File: config.mk
export PLATFORM = sky130hd
export DESIGN_NAME = text_stream_display_filter_flat
export DESIGN_NICKNAME = d
export VERILOG_FILES = /design/src/design/tsdf_pkg.sv /design/src/design/tsdf_chan_if.sv /design/src/design/tsdf_front.sv /design/src/design/tsdf_queue.sv /design/src/design/tsdf_back.sv /design/src/design/text_stream_display_filter.sv /design/src/flat_wrapper.sv
export SDC_FILE = /design/constraint.sdc
export NUM_CORES = 1
export LEC_CHECK = 0
export ABC_AREA = 1
export BUFFER_PORTS_ARGS = -buffer_cell sky130_fd_sc_hd__buf_2
export CORE_ASPECT_RATIO = 1.75
export CORE_MARGIN = 10
export CORE_UTILIZATION = 55
export DETAILED_ROUTE_END_ITERATION = 7
export PLACE_DENSITY = 0.78
export SLEW_MARGIN = 20
export SYNTH_ARGS = -nofsm -noshare
export SYNTH_HDL_FRONTEND = slang
export SYNTH_SLANG_ARGS = --single-unit
File: constraint.sdc
create_clock -name clk -period 5.92 [get_ports clk]
set_clock_uncertainty 0.2 [all_clocks]
set_input_delay 1.184 -clock clk [delete_from_list [all_inputs] [get_ports clk]]
set_output_delay 1.184 -clock clk [all_outputs]
set_load 0.05 [all_outputs]
File: src/design/tsdf_pkg.sv
// Package for the text stream display filter.
// Holds character codes, register indexes, the BCD counter and queue entry types.
// No dependencies.
package tsdf_pkg;

  localparam int NUMBER_DIGITS_DEF = 6;
  localparam int QUEUE_DEPTH_DEF   = 4;
  localparam int COUNT_DIGITS      = 6;
  localparam int CFG_INDEX_W       = 3;

  localparam logic [7:0] CH_TAB    = 8'h09;
  localparam logic [7:0] CH_NL     = 8'h0A;
  localparam logic [7:0] CH_VT     = 8'd11;
  localparam logic [7:0] CTRL_LAST = 8'd31;
  localparam logic [7:0] CH_SPACE  = 8'h20;
  localparam logic [7:0] CH_DOLLAR = 8'h24;
  localparam logic [7:0] CH_ZERO   = 8'h30;
  localparam logic [7:0] CH_I      = 8'h49;
  localparam logic [7:0] CH_CARET  = 8'h5E;
  localparam logic [7:0] CH_DEL    = 8'd127;
  localparam logic [7:0] CTRL_OFS  = 8'd64;
  localparam logic [3:0] BCD_NINE  = 4'd9;

  typedef enum logic [CFG_INDEX_W-1:0] {
    REG_NUMBER_NONBLANK  = 3'd0,
    REG_NUMBER_ALL       = 3'd1,
    REG_SQUEEZE_BLANK    = 3'd2,
    REG_SHOW_ENDS        = 3'd3,
    REG_SHOW_TABS        = 3'd4,
    REG_SHOW_NONPRINTING = 3'd5
  } cfg_reg_e;

  typedef struct packed {
    logic number_nonblank;
    logic number_all;
    logic squeeze_blank;
    logic show_ends;
    logic show_tabs;
    logic show_nonprinting;
  } mode_t;

  typedef logic [COUNT_DIGITS-1:0][3:0] bcd_t;

  typedef struct packed {
    bcd_t       digits;
    logic       number;
    logic       dollar;
    logic       caret;
    logic [7:0] ch;
  } cmd_t;

  localparam bcd_t BCD_ONE = bcd_t'(1);

endpackage

File: src/design/tsdf_chan_if.sv
// Channel interfaces of the text stream display filter: input, result, config.
// Depends on tsdf_pkg for widths.
interface tsdf_in_if;
  logic       valid;
  logic       ready;
  logic [7:0] in_byte;
  logic       file_start;
  modport source (output valid, output in_byte, output file_start, input ready);
  modport sink (input valid, input in_byte, input file_start, output ready);
endinterface

interface tsdf_out_if;
  logic       valid;
  logic       ready;
  logic [7:0] out_byte;
  logic       last_of_run;
  modport source (output valid, output out_byte, output last_of_run, input ready);
  modport sink (input valid, input out_byte, input last_of_run, output ready);
endinterface

interface tsdf_cfg_if;
  import tsdf_pkg::*;
  logic                   valid;
  logic                   ready;
  logic [CFG_INDEX_W-1:0] index;
  logic                   data;
  modport source (output valid, output index, output data, input ready);
  modport sink (input valid, input index, input data, output ready);
endinterface

File: src/design/tsdf_front.sv
// Front part: holds mode registers and per-file state, accepts and classifies bytes.
// Pushes one expansion command per kept byte. Depends on tsdf_pkg, tsdf_chan_if.
module tsdf_front (
  input  logic              clk,
  input  logic              rst_n,
  tsdf_in_if.sink           in_ch,
  tsdf_cfg_if.sink          cfg_ch,
  input  logic              q_full,
  output logic              q_push,
  output tsdf_pkg::cmd_t    q_cmd
);
  import tsdf_pkg::*;

  mode_t      mode_r, mode_nxt;
  bcd_t       cnt_r, cnt_nxt, cnt_e, cnt_inc;
  logic       als_r, als_nxt, als_e;
  logic [7:0] prev_r, prev_nxt, prev_e;
  logic [7:0] prev2_r, prev2_nxt, prev2_e;
  logic       seen_r, seen_nxt, seen_e;
  logic       accept, drop, number, caret;
  logic [7:0] c, c_tab, c_out;
  logic       all_nine;
  logic [COUNT_DIGITS:0] carry;

  assign in_ch.ready  = !q_full;
  assign cfg_ch.ready = 1'b1;
  assign accept       = in_ch.valid && !q_full;
  assign c            = in_ch.in_byte;

  always_comb begin
    mode_nxt = mode_r;
    if (cfg_ch.valid) begin
      case (cfg_reg_e'(cfg_ch.index))
        REG_NUMBER_NONBLANK:  mode_nxt.number_nonblank  = cfg_ch.data;
        REG_NUMBER_ALL:       mode_nxt.number_all       = cfg_ch.data;
        REG_SQUEEZE_BLANK:    mode_nxt.squeeze_blank    = cfg_ch.data;
        REG_SHOW_ENDS:        mode_nxt.show_ends        = cfg_ch.data;
        REG_SHOW_TABS:        mode_nxt.show_tabs        = cfg_ch.data;
        REG_SHOW_NONPRINTING: mode_nxt.show_nonprinting = cfg_ch.data;
        default: ;
      endcase
    end
  end

  // restore per-file state on a file start
  assign cnt_e   = in_ch.file_start ? BCD_ONE : cnt_r;
  assign als_e   = in_ch.file_start ? 1'b1 : als_r;
  assign prev_e  = in_ch.file_start ? CH_NL : prev_r;
  assign prev2_e = in_ch.file_start ? CH_NL : prev2_r;
  assign seen_e  = in_ch.file_start ? 1'b0 : seen_r;

  always_comb begin
    carry[0] = 1'b1;
    for (int k = 0; k < COUNT_DIGITS; k++) begin
      carry[k+1] = carry[k] && (cnt_e[k] == BCD_NINE);
      if (!carry[k])
        cnt_inc[k] = cnt_e[k];
      else if (cnt_e[k] == BCD_NINE)
        cnt_inc[k] = 4'd0;
      else
        cnt_inc[k] = cnt_e[k] + 4'd1;
    end
    all_nine = carry[COUNT_DIGITS];
  end

  always_comb begin
    drop = mode_r.squeeze_blank && (prev_e == CH_NL) && (prev2_e == CH_NL)
           && (c == CH_NL) && seen_e;
    number = !drop && als_e &&
             ((mode_r.number_nonblank && (c != CH_NL)) ||
              (mode_r.number_all && !mode_r.number_nonblank));
    c_tab = (mode_r.show_tabs && (c == CH_TAB)) ? CH_I : c;
    caret = mode_r.show_tabs && (c == CH_TAB);
    c_out = c_tab;
    if (mode_r.show_nonprinting) begin
      if ((c_tab < CH_TAB) || ((c_tab >= CH_VT) && (c_tab <= CTRL_LAST))) begin
        caret = 1'b1;
        c_out = c_tab + CTRL_OFS;
      end else if (c_tab == CH_DEL) begin
        caret = 1'b1;
        c_out = c_tab - CTRL_OFS;
      end
    end
  end

  assign q_push        = accept && !drop;
  assign q_cmd.digits  = cnt_e;
  assign q_cmd.number  = number;
  assign q_cmd.dollar  = mode_r.show_ends && (c == CH_NL);
  assign q_cmd.caret   = caret;
  assign q_cmd.ch      = c_out;

  always_comb begin
    cnt_nxt   = cnt_r;
    als_nxt   = als_r;
    prev_nxt  = prev_r;
    prev2_nxt = prev2_r;
    seen_nxt  = seen_r;
    if (accept) begin
      cnt_nxt   = (number && !all_nine) ? cnt_inc : cnt_e;
      als_nxt   = (c_out == CH_NL) ? 1'b1 : (number ? 1'b0 : als_e);
      prev2_nxt = prev_e;
      prev_nxt  = c_out;
      seen_nxt  = 1'b1;
    end
  end

  always_ff @(posedge clk) begin
    if (!rst_n) begin
      mode_r  <= '0;
      cnt_r   <= BCD_ONE;
      als_r   <= 1'b1;
      prev_r  <= CH_NL;
      prev2_r <= CH_NL;
      seen_r  <= 1'b0;
    end else begin
      mode_r  <= mode_nxt;
      cnt_r   <= cnt_nxt;
      als_r   <= als_nxt;
      prev_r  <= prev_nxt;
      prev2_r <= prev2_nxt;
      seen_r  <= seen_nxt;
    end
  end

endmodule

File: src/design/tsdf_queue.sv
// Short command queue between front and back parts.
// Register-based FIFO of tsdf_pkg::cmd_t entries. Depends on tsdf_pkg.
module tsdf_queue #(
  parameter int DEPTH = tsdf_pkg::QUEUE_DEPTH_DEF
) (
  input  logic           clk,
  input  logic           rst_n,
  input  logic           push,
  input  tsdf_pkg::cmd_t push_cmd,
  input  logic           pop,
  output logic           full,
  output logic           head_valid,
  output tsdf_pkg::cmd_t head_cmd
);
  import tsdf_pkg::*;

  localparam int PW = (DEPTH > 1) ? $clog2(DEPTH) : 1;
  localparam int CW = $clog2(DEPTH + 1);
  localparam logic [PW-1:0] PTR_LAST = PW'(DEPTH - 1);
  localparam logic [CW-1:0] CNT_FULL = CW'(DEPTH);

  cmd_t          mem_r [DEPTH];
  logic [PW-1:0] wr_ptr_r, wr_ptr_nxt, rd_ptr_r, rd_ptr_nxt;
  logic [CW-1:0] count_r, count_nxt;

  assign full       = (count_r == CNT_FULL);
  assign head_valid = (count_r != '0);
  assign head_cmd   = mem_r[rd_ptr_r];

  always_comb begin
    wr_ptr_nxt = wr_ptr_r;
    rd_ptr_nxt = rd_ptr_r;
    count_nxt  = count_r;
    if (push)
      wr_ptr_nxt = (wr_ptr_r == PTR_LAST) ? '0 : wr_ptr_r + 1'b1;
    if (pop)
      rd_ptr_nxt = (rd_ptr_r == PTR_LAST) ? '0 : rd_ptr_r + 1'b1;
    if (push && !pop)
      count_nxt = count_r + 1'b1;
    else if (pop && !push)
      count_nxt = count_r - 1'b1;
  end

  always_ff @(posedge clk) begin
    if (push)
      mem_r[wr_ptr_r] <= push_cmd;
  end

  always_ff @(posedge clk) begin
    if (!rst_n) begin
      wr_ptr_r <= '0;
      rd_ptr_r <= '0;
      count_r  <= '0;
    end else begin
      wr_ptr_r <= wr_ptr_nxt;
      rd_ptr_r <= rd_ptr_nxt;
      count_r  <= count_nxt;
    end
  end

endmodule

File: src/design/tsdf_back.sv
// Back part: expands each queued command into output bytes, one per cycle unless out_ch stalls.
// Drives the registered result channel. Depends on tsdf_pkg, tsdf_chan_if.
module tsdf_back #(
  parameter int NUMBER_DIGITS = tsdf_pkg::NUMBER_DIGITS_DEF
) (
  input  logic           clk,
  input  logic           rst_n,
  input  logic           head_valid,
  input  tsdf_pkg::cmd_t head_cmd,
  output logic           pop,
  tsdf_out_if.source     out_ch
);
  import tsdf_pkg::*;

  localparam int SW = $clog2(NUMBER_DIGITS + 4);
  localparam logic [SW-1:0] S_TAB    = SW'(NUMBER_DIGITS);
  localparam logic [SW-1:0] S_DOLLAR = SW'(NUMBER_DIGITS + 1);
  localparam logic [SW-1:0] S_CARET  = SW'(NUMBER_DIGITS + 2);
  localparam logic [SW-1:0] S_CHAR   = SW'(NUMBER_DIGITS + 3);

  logic [SW-1:0] step_r, step_nxt, start_step, cur_step, next_step;
  logic          started_r, started_nxt;
  logic          out_valid_r, out_valid_nxt;
  logic [7:0]    out_byte_r, out_byte_nxt;
  logic          out_last_r, out_last_nxt;
  logic          fire, is_last;
  logic [7:0]    sel_byte, digit_byte;
  logic [COUNT_DIGITS:0] upper_zero;
  logic [7:0]    dchar [COUNT_DIGITS];

  assign out_ch.valid       = out_valid_r;
  assign out_ch.out_byte    = out_byte_r;
  assign out_ch.last_of_run = out_last_r;

  // blank leading zeros, keep the rightmost digit
  always_comb begin
    upper_zero[COUNT_DIGITS] = 1'b1;
    for (int k = COUNT_DIGITS - 1; k >= 0; k--)
      upper_zero[k] = upper_zero[k+1] && (head_cmd.digits[k] == 4'd0);
    for (int k = 0; k < COUNT_DIGITS; k++)
      dchar[k] = (upper_zero[k] && (k != 0)) ? CH_SPACE : (CH_ZERO + {4'd0, head_cmd.digits[k]});
  end

  always_comb begin
    digit_byte = CH_SPACE;
    for (int p = 0; p < NUMBER_DIGITS; p++) begin
      if ((cur_step == SW'(p)) && (NUMBER_DIGITS - 1 - p < COUNT_DIGITS))
        digit_byte = dchar[(NUMBER_DIGITS - 1 - p) % COUNT_DIGITS];
    end
  end

  always_comb begin
    if (head_cmd.number)
      start_step = '0;
    else if (head_cmd.dollar)
      start_step = S_DOLLAR;
    else if (head_cmd.caret)
      start_step = S_CARET;
    else
      start_step = S_CHAR;
  end

  assign cur_step = started_r ? step_r : start_step;
  assign is_last  = (cur_step == S_CHAR);

  always_comb begin
    if (cur_step < S_TAB) begin
      sel_byte  = digit_byte;
      next_step = cur_step + 1'b1;
    end else if (cur_step == S_TAB) begin
      sel_byte  = CH_TAB;
      next_step = head_cmd.dollar ? S_DOLLAR : (head_cmd.caret ? S_CARET : S_CHAR);
    end else if (cur_step == S_DOLLAR) begin
      sel_byte  = CH_DOLLAR;
      next_step = head_cmd.caret ? S_CARET : S_CHAR;
    end else if (cur_step == S_CARET) begin
      sel_byte  = CH_CARET;
      next_step = S_CHAR;
    end else begin
      sel_byte  = head_cmd.ch;
      next_step = S_CHAR;
    end
  end

  assign fire = head_valid && (!out_valid_r || out_ch.ready);
  assign pop  = fire && is_last;

  always_comb begin
    step_nxt      = step_r;
    started_nxt   = started_r;
    out_byte_nxt  = out_byte_r;
    out_last_nxt  = out_last_r;
    out_valid_nxt = out_ch.ready ? 1'b0 : out_valid_r;
    if (fire) begin
      step_nxt      = next_step;
      started_nxt   = !is_last;
      out_byte_nxt  = sel_byte;
      out_last_nxt  = is_last;
      out_valid_nxt = 1'b1;
    end
  end

  always_ff @(posedge clk) begin
    out_byte_r <= out_byte_nxt;
    out_last_r <= out_last_nxt;
    step_r     <= step_nxt;
  end

  always_ff @(posedge clk) begin
    if (!rst_n) begin
      started_r   <= 1'b0;
      out_valid_r <= 1'b0;
    end else begin
      started_r   <= started_nxt;
      out_valid_r <= out_valid_nxt;
    end
  end

endmodule

File: src/design/text_stream_display_filter.sv
// Top level of the text stream display filter.
// Depends on tsdf_pkg, tsdf_chan_if, tsdf_front, tsdf_queue, tsdf_back.
//
// Usage:
//   in_ch  : one raw text byte per transfer, with file_start on the first
//            byte of each file to restore line count, line start and history.
//   out_ch : displayed bytes, one per transfer; last_of_run marks the final
//            byte caused by one input byte. Squeezed newlines cause none.
//   cfg_ch : writes one mode register per transfer (index 0..5, bit 0 of
//            data); always ready. Write only while the block is idle.
// The first output byte of an input goes through the command queue and the
//   output register before it is presented. The output stage sends one
//   output byte per cycle while out_ch is ready; a plain byte expands to one
//   output byte and a byte with a line number to NUMBER_DIGITS + 2 or more,
//   so the output stage sets the sustained rate.
// A QUEUE_DEPTH entry command queue sits between the input classifier and
//   the output expander; input stalls only when it is full.
// Reset (synchronous, rst_n low) clears all modes, sets the line count to
//   one and empties the queue and the output register.
// A stalled receiver holds out_ch steady; expansion and input resume when
//   out_ch.ready returns.
module text_stream_display_filter #(
  parameter int NUMBER_DIGITS = tsdf_pkg::NUMBER_DIGITS_DEF,
  parameter int QUEUE_DEPTH   = tsdf_pkg::QUEUE_DEPTH_DEF
) (
  input  logic        clk,
  input  logic        rst_n,
  tsdf_in_if.sink     in_ch,
  tsdf_out_if.source  out_ch,
  tsdf_cfg_if.sink    cfg_ch
);
  import tsdf_pkg::*;

  logic q_full, q_push, q_pop, q_valid;
  cmd_t q_cmd, q_head;

  tsdf_front u_front (
    .clk    (clk),
    .rst_n  (rst_n),
    .in_ch  (in_ch),
    .cfg_ch (cfg_ch),
    .q_full (q_full),
    .q_push (q_push),
    .q_cmd  (q_cmd)
  );

  tsdf_queue #(
    .DEPTH (QUEUE_DEPTH)
  ) u_queue (
    .clk        (clk),
    .rst_n      (rst_n),
    .push       (q_push),
    .push_cmd   (q_cmd),
    .pop        (q_pop),
    .full       (q_full),
    .head_valid (q_valid),
    .head_cmd   (q_head)
  );

  tsdf_back #(
    .NUMBER_DIGITS (NUMBER_DIGITS)
  ) u_back (
    .clk        (clk),
    .rst_n      (rst_n),
    .head_valid (q_valid),
    .head_cmd   (q_head),
    .pop        (q_pop),
    .out_ch     (out_ch)
  );

endmodule

File: src/flat_wrapper.sv
// flat-port wrapper written by rule: the top's interface ports become plain ports
module text_stream_display_filter_flat import tsdf_pkg::*;
#(
  parameter int NUMBER_DIGITS = tsdf_pkg::NUMBER_DIGITS_DEF,
  parameter int QUEUE_DEPTH   = tsdf_pkg::QUEUE_DEPTH_DEF
)
  (clk, rst_n, in_ch_valid, in_ch_in_byte, in_ch_file_start, in_ch_ready, out_ch_valid, out_ch_out_byte, out_ch_last_of_run, out_ch_ready, cfg_ch_valid, cfg_ch_index, cfg_ch_data, cfg_ch_ready);
  tsdf_in_if in_ch_i ();
  tsdf_out_if out_ch_i ();
  tsdf_cfg_if cfg_ch_i ();
  input  logic clk;
  input  logic rst_n;
  input wire logic [$bits(in_ch_i.valid)-1:0] in_ch_valid;
  input wire logic [$bits(in_ch_i.in_byte)-1:0] in_ch_in_byte;
  input wire logic [$bits(in_ch_i.file_start)-1:0] in_ch_file_start;
  output wire logic [$bits(in_ch_i.ready)-1:0] in_ch_ready;
  output wire logic [$bits(out_ch_i.valid)-1:0] out_ch_valid;
  output wire logic [$bits(out_ch_i.out_byte)-1:0] out_ch_out_byte;
  output wire logic [$bits(out_ch_i.last_of_run)-1:0] out_ch_last_of_run;
  input wire logic [$bits(out_ch_i.ready)-1:0] out_ch_ready;
  input wire logic [$bits(cfg_ch_i.valid)-1:0] cfg_ch_valid;
  input wire logic [$bits(cfg_ch_i.index)-1:0] cfg_ch_index;
  input wire logic [$bits(cfg_ch_i.data)-1:0] cfg_ch_data;
  output wire logic [$bits(cfg_ch_i.ready)-1:0] cfg_ch_ready;
  assign in_ch_i.valid = in_ch_valid;
  assign in_ch_i.in_byte = in_ch_in_byte;
  assign in_ch_i.file_start = in_ch_file_start;
  assign in_ch_ready = in_ch_i.ready;
  assign out_ch_valid = out_ch_i.valid;
  assign out_ch_out_byte = out_ch_i.out_byte;
  assign out_ch_last_of_run = out_ch_i.last_of_run;
  assign out_ch_i.ready = out_ch_ready;
  assign cfg_ch_i.valid = cfg_ch_valid;
  assign cfg_ch_i.index = cfg_ch_index;
  assign cfg_ch_i.data = cfg_ch_data;
  assign cfg_ch_ready = cfg_ch_i.ready;
  text_stream_display_filter #(.NUMBER_DIGITS(NUMBER_DIGITS), .QUEUE_DEPTH(QUEUE_DEPTH)) u_core (.clk(clk), .rst_n(rst_n), .in_ch(in_ch_i), .out_ch(out_ch_i), .cfg_ch(cfg_ch_i));
endmodule
==> results of run 1 <==
## report_power, final
part	switching, mW	internal, mW
registers	0.0524	1.84
clock network	0.499	0.584
logic	1.01	0.358
## synthesized netlist by cell type (all sizes together), types with 3 or more instances
master / number / share of area, %
inv: 129 / 4.8
nor4: 3 / 0.19
clkbuf: 30 / 1.1
or2: 6 / 0.37
a31oi: 8 / 0.50
o221ai: 3 / 0.26
nand3: 70 / 3.6
edfxtp: 153 / 45
a21oi: 67 / 3.4
nor3: 11 / 0.64
o22ai: 7 / 0.43
o21ai: 85 / 4.2
dfxtp: 59 / 12
nand4: 14 / 0.87
clkinv: 4 / 0.15
xor2: 3 / 0.26
nand2: 335 / 13
nor2: 111 / 4.7
o211ai: 3 / 0.22
ha: 11 / 1.4
a32o: 10 / 0.99
a211oi: 3 / 0.22
buf: 19 / 1.1
## placed cells by master, fill, tap and decap left out, types with 18 or more instances in the layout
| master | netlist | routed |
|---|---|---|
| nand2_1 | 329 | 329 |
| edfxtp_1 | 153 | 153 |
| inv_1 | 110 | 110 |
| nor2_1 | 103 | 99 |
| o21ai_0 | 74 | 74 |
| nand3_1 | 68 | 68 |
| a21oi_1 | 65 | 65 |
| dfxtp_1 | 59 | 58 |
| buf_2 | 7 | 28 |
| inv_2 | 19 | 19 |
| clkbuf_16 | 0 | 18 |
## per-layer routing
metal | wire length, µm | vias to the layer above | track usage (%)
met2 | 11300 | 212 | 31.9
met1 | 8260 | 3640 | 18.9
li1 | - | 3853 | -
met3 | 1250 | 57 | 2.49
met4 | 901 | 0 | 8.63
met5 | 0 | - | 0
## critical path: stages, from the launching register on
cell and delay (ns):
dfxtp_2 0.33, inv_2 0.21, buf_4 0.50, nand2_1 0.12, nand3_1 0.10, nand2_1 0.09, nand2_1 0.09, nand2_1 0.08
o21ai_0 0.18, ha_1 0.33, inv_1 0.11, nor3_2 0.39, nand2_1 0.22, ha_1 0.28, inv_1 0.10, fa_1 0.41
o21ai_0 0.16, a21oi_1 0.05
## registers in the layout, summed over array words and instances (netlist names), 2 cells and up, named ones only
name	cells
u_core.u_queue.rd_ptr_r	2
u_core.u_front.cnt_r	24
u_core.u_front.mode_r	6
u_core.u_queue.count_r	3
u_core.u_queue.wr_ptr_r	2
u_core.u_back.step_r	4
u_core.u_front.prev_r	8
u_core.u_queue.mem_r	140
u_core.u_back.out_ch.out_byte	8
u_core.u_front.prev2_r	8
## path summary, 6_finish.rpt
path         slack, ns                                endpoint
max               1.84  u_core.u_queue.count_r[1]$_SDFFE_PN0P_
min               0.26   u_core.u_front.mode_r[3]$_SDFFE_PN0P_
max reg2reg       1.84  u_core.u_queue.count_r[1]$_SDFFE_PN0P_
min reg2reg       0.26   u_core.u_front.mode_r[3]$_SDFFE_PN0P_
## per-stage QoR
stage / hold slack (ns) / instances / util, % / worst slack (ns)
after detailed placement: 0.253 / 1377 / 57.9 / 1.56
after CTS: 0.259 / 1409 / 60.8 / 1.86
after global routing: 0.289 / 1409 / 60.8 / 1.43
final: 0.261 / 1409 / 60.8 / 1.84
after global placement: 0.242 / 1376 / 57.7 / 1.63
after floorplan: 0.224 / 1153 / - / 1.97
## logic make-up (layout without fill, tap and decap cells)
| group | count (synthesis) | after routing | synth area share [%] |
|---|---|---|---|
| compound gates | 189 | 189 | 10.5 |
| xor+xnor | 4 | 4 | 0.347 |
| fa+ha+maj | 12 | 12 | 1.56 |
| buf+inv | 182 | 204 | 7.18 |
| flops | 212 | 212 | 57.1 |
| other cells | 1 | 1 | 0.0371 |
| simple gates | 553 | 553 | 23.3 |
## area by class of cell
class / instances / area, µm²
tap: 234 / 293
clock inverter: 6 / 47.5
fill: 1548 / 7070
inverter: 133 / 499
timing repair buffer: 39 / 235
multi-input combinational: 759 / 3640
clock buffer: 26 / 490
sequential: 212 / 5780
==> summary.md, run 1 <==
| Metric | Value |
|---|---|
| Final Max Slew Viols | `0` |
| Commonest register cell after synthesis | `edfxtp_1` |
| Chip width | `122 µm` |
| Tot GR Track Use | `17.4%` |
| Unique masters post-synth | `47` |
| Starting density of the core | `56.0%` |
| Vias in the first global route | `7405` |
| Die area | `24400 µm²` |
| HP Class | `flip-flop to flip-flop` |
| Via density | `5.51` |
| Synth-to-layout area growth | `8.68%` |
| Total power | `4.34 mW` |
| CTS root buf | `clkbuf_16` |
| Clock Tree Buf Depth | `3` |
| Mapped cell area | `10100 µm²` |
| Hold_sp | `u_core.u_front.mode_r[3]$_SDFFE_PN0P_` |
| Yosys reg bits | `212` |
| Clock Pin Slew Worst Setup and Hold Paths | `0.07 ns` |
| Initial antenna violation count | `0` |
| Worst EP required | `6.10 ns` |
| RSZ-0062 raised after global routing | `false` |
| Max-slew headroom | `30.7%` |
| Final Cell Area | `11000 µm²` |
| Yosys warning count | `0` |
| Dpl hpwl | `15.1 mm` |
| Setup-failing EPs final | `0` |
| Post-Place Cell Area | `10400 µm²` |
| WHS Path Cells | `2` |
| CTS sink count | `212` |
| Boundary Pins | `30` |
| Worst-Margin Slew | `1.04 ns` |
| EDFF count, synth | `153` |
| Pre-antenna DRT Iters | `5` |
| First-pass GRT wire length | `34.6 mm` |
| Row count | `65` |
| Fmax achieved | `0.245 GHz` |
| Pleak | `4.43 nW` |
| GR Overflow Total | `0` |
| CTS Buf Count | `18` |
| CP Capture Type | `flip-flop` |
| Sequential share of the synthesized area | `57.1%` |
| CP Class | `flip-flop to flip-flop` |
| N_diodes | `0` |
| Post-route ant nets | `0` |
| Period Utilization, post-route | `68.9%` |
| Clk Latency, worst-skew pair | `0.49 ns` |
| Data arrival time of the critical path | `4.26 ns` |
| VDD IR max | `324 µV` |
| Reg2reg path depth | `17` |
| CP Max Fanout | `48` |
| Pwr dens | `395 nW/µm²` |
| Fraction of registers with async set/reset | `0%` |
| Layout cell share with drive strength beyond 1 | `9.53%` |
| Total core area | `18100 µm²` |
| Max cap viols | `0` |
| GPL Wtd Cong | `0.938` |
| Chip Height | `199 µm` |
| Final hold vios | `0` |
| Cts hold-fix bufs | `0` |
| WL/cell | `15.4 µm` |
| Syn Nets | `1183` |
| First-iteration detailed-routing DRC count | `480` |
| Status | `complete, no violations` |
| Setup bufs post-CTS | `0` |
| NumNets Final | `1193` |
| Syn Inst Count | `1153` |
| Total Wirelength | `21.7 mm` |
| Total Neg Setup Slack | `0 ns` |
| Via Count | `7762` |
| Avg Inst Size Synth | `8.77 µm²` |
| CTS resizes | `0` |
| Critical path startpoint category | `flip-flop` |
| Largest net degree at the start of global routing | `76` |
| DRC viols | `0` |
| CTS tree | `built` |
| # port buffers | `28` |
| H-tree depth | `1` |
| Crit path time final | `4.08 ns` |
Power figures use the tool's default switching activity.
==> run 2, diff against run 1 <==
--- a/config.mk
+++ b/config.mk
@@ -11,7 +11,7 @@
 export CORE_MARGIN = 10
 export CORE_UTILIZATION = 55
 export DETAILED_ROUTE_END_ITERATION = 7
-export PLACE_DENSITY = 0.78
+export PLACE_DENSITY = 0.81
 export SLEW_MARGIN = 20
 export SYNTH_ARGS = -nofsm -noshare
 export SYNTH_HDL_FRONTEND = slang
==> constraint.sdc (replaced) <==
create_clock -name clk -period 3.4 [get_ports clk]
set_clock_uncertainty 0.2 [all_clocks]
set_input_delay 0.68 -clock clk [delete_from_list [all_inputs] [get_ports clk]]
set_output_delay 0.68 -clock clk [all_outputs]
set_load 0.05 [all_outputs]
==> run 2 against run 1 <==
Against the previous run:
- sequential power increased by 75%
- combinational power increased by 82%
- first-iteration DRC count increased by 46%
- fmax increased by 32%
- clock-buffer cell count decreased by 3
- highest routed layer unchanged
- sequential cell count unchanged
==> summary.md, run 2 (synthesis results as in run 1) <==
| Metric | Value |
|---|---|
| Fmax achieved | `0.324 GHz (was 0.245 GHz)` |
| Chip Height | `199 µm (unchanged)` |
| Post-route ant nets | `0 (unchanged)` |
| H-tree depth | `1 (unchanged)` |
| Die area | `24400 µm² (unchanged)` |
| GPL Wtd Cong | `0.957 (was 0.938)` |
| Clock Tree Buf Depth | `3 (unchanged)` |
| P_int | `5.17 mW (was 2.78 mW)` |
| DRC viols | `0 (unchanged)` |
| Cts hold-fix bufs | `0 (unchanged)` |
| Bufs and invs on worst path | `5 (was 4)` |
| CTS tree | `built (unchanged)` |
| Max-slew headroom | `33.1% (was 30.7%)` |
| P_sw | `2.78 mW (was 1.56 mW)` |
| Via density | `5.50 (was 5.51)` |
| Synth-to-layout area growth | `12.4% (was 8.68%)` |
| Critical path's slowest cell | `dfxtp_4 (was buf_4)` |
| First-pass GRT wire length | `36.4 mm (was 34.6 mm)` |
| Crit-path leading delay family | `adder cells (was simple AND/OR/NAND/NOR gates)` |
| Chip width | `122 µm (unchanged)` |
| Sequential power share | `41.5% (was 43.6%)` |
| Status | `complete, no violations (unchanged)` |
| Met3 WL | `1.14 mm (was 1.25 mm)` |
| CTS root buf | `clkbuf_16 (unchanged)` |
| Total core area | `18100 µm² (unchanged)` |
| Layout cell share with drive strength beyond 1 | `12.3% (was 9.53%)` |
| CTS Buf Count | `19 (was 18)` |
| Tot GR Track Use | `18.2% (was 17.4%)` |
| GR Overflow Total | `0 (unchanged)` |
| Critical path startpoint category | `flip-flop (unchanged)` |
| Initial antenna violation count | `0 (unchanged)` |
| Most frequent cells in the layout | `nand2_1, edfxtp_1, inv_1 (unchanged)` |
| Row count | `65 (unchanged)` |
| Combinational power share | `31.1% (was 31.4%)` |
| Setup-failing EPs final | `0 (unchanged)` |
| Worst-Margin Slew | `1.00 ns (was 1.04 ns)` |
| Largest net degree at the start of global routing | `51 (was 76)` |
| CP Class | `flip-flop to flip-flop (unchanged)` |
| CP Capture Type | `flip-flop (unchanged)` |
| Via Count | `7923 (was 7762)` |
| Regs by FF count | `u_core.u_queue.mem_r x140, u_core.u_front.cnt_r x24 (unchanged)` |
| Pre-antenna DRT Iters | `5 (unchanged)` |
| RSZ-0062 raised after global routing | `false (unchanged)` |
| Dpl hpwl | `15.3 mm (was 15.1 mm)` |
| VDD IR max | `540 µV (was 324 µV)` |
| Sw frac | `34.9% (was 35.9%)` |
| Vias in the first global route | `7743 (was 7405)` |
| Util after Layout | `62.9% (was 60.8%)` |
| NumNets Final | `1224 (was 1193)` |
| WL/cell | `15.4 µm (about the same)` |
| Clock Pin Slew Worst Setup and Hold Paths | `0.07 ns (about the same)` |
| Worst path cell trace | `buf_4 > nand2_1 > a32o_1 > nand2_1 > inv_1 > o22ai_2 > inv_1 > ha_1 > inv_1 > nor3_4 > nand2_1 > ha_1 > inv_1 > fa_1 > nor2_1 > nor2_1 > nand2_1 > o21ai_0 > a21oi_1 (was inv_2 > buf_4 > nand2_1 > nand3_1 > nand2_1 > nand2_1 > nand2_1 > o21ai_0 > ha_1 > inv_1 > nor3_2 > nand2_1 > ha_1 > inv_1 > fa_1 > o21ai_0 > a21oi_1)` |
| Clock power frac | `27.4% (was 25.0%)` |
| Crit path time final | `3.09 ns (was 4.08 ns)` |
| Pwr dens | `700 nW/µm² (was 395 nW/µm²)` |
| Setup bufs post-CTS | `0 (unchanged)` |
| Critical Path Stages | `19 (was 17)` |
| Total Wirelength | `22.2 mm (was 21.7 mm)` |
| Reg2reg path depth | `19 (was 17)` |
| Final Max Slew Viols | `0 (unchanged)` |
| Routed wl met2 | `11.6 mm (was 11.3 mm)` |
| Starting density of the core | `56.0% (unchanged)` |
| Reg with most FFs | `u_core.u_queue.mem_r (unchanged)` |
| Period Utilization, post-route | `90.8% (was 68.9%)` |
| HP Class | `flip-flop to flip-flop (unchanged)` |
| Clk Latency, worst-skew pair | `0.49 ns (about the same)` |
| Worst path max stage delay | `0.40 ns (was 0.50 ns)` |
| Metal-1 WL | `8.51 mm (was 8.26 mm)` |
| First-iteration detailed-routing DRC count | `701 (was 480)` |
| R2r endpoint | `u_core.u_queue.count_r[2]$_SDFFE_PN0P_ (was u_core.u_queue.count_r[1]$_SDFFE_PN0P_)` |
| Worst EP required | `3.63 ns (was 6.10 ns)` |
| Data arrival time of the critical path | `3.31 ns (was 4.26 ns)` |
| Crit path to | `u_core.u_queue.count_r[2]$_SDFFE_PN0P_ (was u_core.u_queue.count_r[1]$_SDFFE_PN0P_)` |
| R2R Setup Slk | `0.31 ns (was 1.84 ns)` |
| Uppermost routed layer | `met4 (unchanged)` |
| Boundary Pins | `30 (unchanged)` |
| Final hold vios | `0 (unchanged)` |
| Max cap viols | `0 (unchanged)` |
| CTS sink count | `212 (unchanged)` |
| Number of flip-flops in the largest register | `140 (unchanged)` |
| N_diodes | `0 (unchanged)` |
| Commonest non-fill, non-tap cell in the layout | `nand2_1 (unchanged)` |
| Total Neg Setup Slack | `0 ns (unchanged)` |
| CP Max Fanout | `10 (was 48)` |
| # port buffers | `28 (unchanged)` |
| Pleak | `4.64 nW (was 4.43 nW)` |
==> run 2: changes by cell type in the layout (fill, tap and decap cells not counted), moves of 2 or more <==
cell,change
bufinv_16,+3
buf_4,+27
buf_12,+3
clkbuf_1,-3
inv_6,+2
clkinv_2,+2
==> run 2: final cells by class <==
| cell class | instances | area, µm² |
|---|---|---|
| clock buffer | 23 | 490 |
| timing repair buffer | 69 | 498 |
| clock inverter | 11 | 144 |
| tap | 234 | 293 |
| inverter | 133 | 502 |
| fill | 1467 | 6690 |
| multi-input combinational | 759 | 3650 |
| sequential | 212 | 5780 |
==> run 2: tightest hold or removal path, cell delays in order (launching register included) <==
cell	delay (ns)
dfxtp_1	0.30
inv_1	0.06
a21oi_1	0.06
==> run 2: stage by stage <==
stage / instances / cell area [µm²] / total power [mW] / hold WS [ns] / setup slack (ns)
after floorplan: 1153 / 10100 / 5.06 / 0.224 / -0.0752
final: 1441 / 11400 / 7.95 / 0.260 / 0.313
after global routing: 1441 / 11400 / 8.38 / 0.284 / 0.0486
after detailed placement: 1407 / 10700 / 5.79 / 0.246 / -0.0762
after global placement: 1407 / 10700 / 5.73 / 0.243 / -0.0324
after CTS: 1441 / 11300 / 7.96 / 0.260 / 0.118
==> run 2: layer usage <==
metal	track usage (%)	vias up
li1	-	3930
met1	20.4	3704
met2	32.7	225
met3	2.09	64
met4	10.1	0
met5	0	-
==> run 2: power groups by stage <==
| stage | clock network [mW] | logic [mW] | registers, mW |
|---|---|---|---|
| floorplan | 0 | 1.50 | 3.56 |
| detailed placement | 0 | 2.43 | 3.35 |
| global placement | 0 | 2.39 | 3.34 |
| finish | 2.18 | 2.47 | 3.30 |
| CTS | 2.21 | 2.45 | 3.30 |
| global route | 2.30 | 2.75 | 3.33 |
==> run 2: worst min-delay path by stage <==
stage,start,to,slack (ns),cells past startpoint
finish,u_core.u_front.prev2_r[4]$_SDFFE_PN0P_,u_core.u_front.prev2_r[4]$_SDFFE_PN0P_,0.26,2
global route,in_ch_in_byte[1],u_core.u_queue.mem_r[1][1]$_DFFE_PP_,0.28,1
CTS,u_core.u_front.prev2_r[7]$_SDFFE_PN0P_,u_core.u_front.prev2_r[7]$_SDFFE_PN0P_,0.26,2
detailed placement,u_core.u_front.mode_r[3]$_SDFFE_PN0P_,u_core.u_front.mode_r[3]$_SDFFE_PN0P_,0.25,2
global placement,u_core.u_front.mode_r[3]$_SDFFE_PN0P_,u_core.u_front.mode_r[3]$_SDFFE_PN0P_,0.24,2
floorplan,u_core.u_front.mode_r[3]$_SDFFE_PN0P_,u_core.u_front.mode_r[3]$_SDFFE_PN0P_,0.22,2
==> run 2: what timing repair did <==
| item | 4_1_cts | 5_1_grt |
|---|---|---|
| setup endpoints to repair | 0 | 2 |
| endpoints found under the hold margin | 0 | 0 |
| gates resized for setup | 0 | 5 |
==> run 3, diff against run 2 <==
--- a/config.mk
+++ b/config.mk
@@ -11,7 +11,7 @@
 export CORE_MARGIN = 10
 export CORE_UTILIZATION = 55
 export DETAILED_ROUTE_END_ITERATION = 7
-export PLACE_DENSITY = 0.81
+export PLACE_DENSITY = 0.75
 export SLEW_MARGIN = 20
 export SYNTH_ARGS = -nofsm -noshare
 export SYNTH_HDL_FRONTEND = slang
==> run 3 against run 2 <==
Against the previous run:
- global-route usage is 0.28 points higher
- clock-buffer cell count increased by 2
- combinational power about the same
- largest cell class unchanged
- clock power barely moved
- die area did not move
- non-clock buffer count is 4 lower
- largest power group unchanged
- final area down 0.56%
- first-iteration DRC count decreased by 11%
- sequential power barely moved
- register-to-register slack gained 0.02 ns
==> summary.md, run 3 (synthesis results as in run 1) <==
| Metric | Value |
|---|---|
| VDD IR max | `582 µV (was 540 µV)` |
| Crit path time final | `3.07 ns (was 3.09 ns)` |
| Status | `complete, no violations (unchanged)` |
| Final Max Slew Viols | `0 (unchanged)` |
| Final hold vios | `0 (unchanged)` |
| Total Wirelength | `22.8 mm (was 22.2 mm)` |
| Max cap viols | `0 (unchanged)` |
| Number of flip-flops in the largest register | `140 (unchanged)` |
| DRC viols | `0 (unchanged)` |
| HP Class | `input port to flip-flop (was flip-flop to flip-flop)` |
| Reg with most FFs | `u_core.u_queue.mem_r (unchanged)` |
| Worst EP required | `3.64 ns (was 3.63 ns)` |
| Dpl hpwl | `15.6 mm (was 15.3 mm)` |
| Initial antenna violation count | `0 (unchanged)` |
| Pleak | `4.63 nW (was 4.64 nW)` |
| Setup-failing EPs final | `0 (unchanged)` |
| First-iteration detailed-routing DRC count | `624 (was 701)` |
| R2r endpoint | `u_core.u_queue.count_r[2]$_SDFFE_PN0P_ (unchanged)` |
| NumNets Final | `1221 (was 1224)` |
| Chip Height | `199 µm (unchanged)` |
| CP Max Fanout | `14 (was 10)` |
| Most frequent cells in the layout | `nand2_1, edfxtp_1, inv_1 (unchanged)` |
| Commonest non-fill, non-tap cell in the layout | `nand2_1 (unchanged)` |
| Vias in the first global route | `7453 (was 7743)` |
| Setup slack at placement | `0.166 ns (was -0.0762 ns)` |
| Hold EP | `u_core.u_front.prev_r[0]$_SDFFE_PN0P_ (was u_core.u_front.prev2_r[4]$_SDFFE_PN0P_)` |
| N_diodes | `0 (unchanged)` |
| # port buffers | `28 (unchanged)` |
| Via Count | `7816 (was 7923)` |
| Period Utilization, post-route | `90.2% (was 90.8%)` |
| Post-route ant nets | `0 (unchanged)` |
| CTS sink count | `212 (unchanged)` |
| WL/cell | `15.9 µm (was 15.4 µm)` |
| Pre-antenna DRT Iters | `5 (unchanged)` |
| Tot GR Track Use | `18.5% (was 18.2%)` |
| Total core area | `18100 µm² (unchanged)` |
| H-tree depth | `1 (unchanged)` |
| CTS root buf | `clkbuf_16 (unchanged)` |
| R2R Setup Slk | `0.33 ns (was 0.31 ns)` |
| Pwr dens | `703 nW/µm² (was 700 nW/µm²)` |
| Max-slew headroom | `41.0% (was 33.1%)` |
| Chip width | `122 µm (unchanged)` |
| Clk Latency, worst-skew pair | `0.51 ns (was 0.49 ns)` |
| Hold_sp | `in_ch_in_byte[0] (was u_core.u_front.prev2_r[4]$_SDFFE_PN0P_)` |
| Hold Slack | `0.244 ns (was 0.260 ns)` |
| Synth-to-layout area growth | `11.8% (was 12.4%)` |
| Critical path startpoint category | `flip-flop (unchanged)` |
| Row count | `65 (unchanged)` |
| Worst-Margin Slew | `0.883 ns (was 1.00 ns)` |
| Data arrival time of the critical path | `3.31 ns (about the same)` |
| CP Capture Type | `flip-flop (unchanged)` |
| GR Overflow Total | `0 (unchanged)` |
| CP Class | `flip-flop to flip-flop (unchanged)` |
| CTS Buf Count | `20 (was 19)` |
| GRT met1 Usage | `21.0% (was 20.4%)` |
| GPL Wtd Cong | `0.931 (was 0.957)` |
| Fmax achieved | `0.326 GHz (was 0.324 GHz)` |
| Starting density of the core | `56.0% (unchanged)` |
| Largest net degree at the start of global routing | `53 (was 51)` |
| Final WS setup | `0.334 ns (was 0.313 ns)` |
| Layout cell share with drive strength beyond 1 | `12.1% (was 12.3%)` |
| Met3 Use GR | `2.06% (was 2.09%)` |
| Clock Tree Buf Depth | `3 (unchanged)` |
| Via density | `5.43 (was 5.50)` |
| Total power | `7.94 mW (was 7.95 mW)` |
| Met2 GRT Util | `34.2% (was 32.7%)` |
| WHS Path Cells | `3 (was 2)` |
| Reg2reg path depth | `20 (was 19)` |
| Gr busiest metal | `met2 (unchanged)` |
| Boundary Pins | `30 (unchanged)` |
| Cts hold-fix bufs | `0 (unchanged)` |
| Regs by FF count | `u_core.u_queue.mem_r x140, u_core.u_front.cnt_r x24 (unchanged)` |
| CTS tree | `built (unchanged)` |
| Filler cells | `1508 (was 1467)` |
| Die area | `24400 µm² (unchanged)` |
| First-pass GRT wire length | `36.5 mm (was 36.4 mm)` |
| Clock Pin Slew Worst Setup and Hold Paths | `0.06 ns (was 0.07 ns)` |
| RSZ-0062 raised after global routing | `false (unchanged)` |
==> run 3: changes by cell type in the layout (fill, tap and decap cells not counted), moves of 2 or more <==
cell,delta
buf_12,-3
bufinv_16,-2
clkbuf_1,-2
clkbuf_8,+2
==> run 3: repair_timing <==
action / 4_1_cts / 5_1_grt
resized for setup: 0 / 4
setup buffers: 0 / 0
endpoints found under the setup margin: 0 / 2
==> run 3: worst max-delay path by stage <==
| stage | cells after the start | start | slack [ns] | end |
|---|---|---|---|---|
| CTS | 18 | flip-flop | 0.21 | u_core.u_queue.count_r[1]$_SDFFE_PN0P_ |
| detailed placement | 18 | in_ch_file_start | 0.17 | u_core.u_front.cnt_r[12]$_SDFFE_PN0P_ |
| global route | 16 | flip-flop | 0.02 | u_core.u_queue.count_r[1]$_SDFFE_PN0P_ |
| floorplan | 6 | u_core.u_queue.count_r[1]$_SDFFE_PN0P_ | -0.08 | u_core.u_queue.mem_r[0][0]$_DFFE_PP_ |
| finish | 20 | flip-flop | 0.33 | u_core.u_queue.count_r[2]$_SDFFE_PN0P_ |
| global placement | 18 | in_ch_file_start | 0.25 | u_core.u_front.cnt_r[12]$_SDFFE_PN0P_ |
==> run 3: cell type report <==
class,instances,area [µm²],share of cell area (%)
Sequential cell,212,5780,51.2
Multi-Input combinational cell,759,3650,32.3
Clock buffer,25,543,4.81
Inverter,133,502,4.44
Timing Repair Buffer,65,430,3.81
Tap cell,234,293,2.59
Clock inverter,11,101,0.897
==> run 3: critical path: stages, from the launching register on <==
cell,delay (ns)
dfxtp_4,0.38
inv_4,0.13
nand2_1,0.08
nand3_1,0.07
nand2_1,0.09
nand2_1,0.08
nand2_1,0.08
o22ai_1,0.25
inv_1,0.12
ha_1,0.21
inv_1,0.13
nor3_4,0.08
nand2_1,0.09
ha_1,0.15
inv_1,0.07
fa_1,0.38
nor2_1,0.11
nor2_1,0.04
nand2_1,0.07
o21ai_0,0.07
a21oi_1,0.13
==> run 3: metrics by stage <==
stage / cell area, µm² / cells / setup TNS, ns / util, %
3_3_place_gp: 10600 / 1403 / 0 / 58.9
4_1_cts: 11300 / 1439 / 0 / 62.5
2_1_floorplan: 10100 / 1153 / -10.57 / -
6_report: 11300 / 1439 / 0 / 62.6
3_5_place_dp: 10600 / 1403 / 0 / 58.9
5_1_grt: 11300 / 1439 / 0 / 62.6
==> run 3: where the power goes <==
group | leakage (nW) | internal (mW) | switching [mW]
logic | 2.40 | 0.689 | 1.78
clock network | 0.321 | 1.23 | 0.945
registers | 1.91 | 3.20 | 0.103
==> run 3: metal layers <==
metal | part of all wire, % | vias up
met5 | 0 | -
met4 | 2.6 | 0
met3 | 5.1 | 43
met2 | 53 | 209
met1 | 40 | 3648
li1 | - | 3916
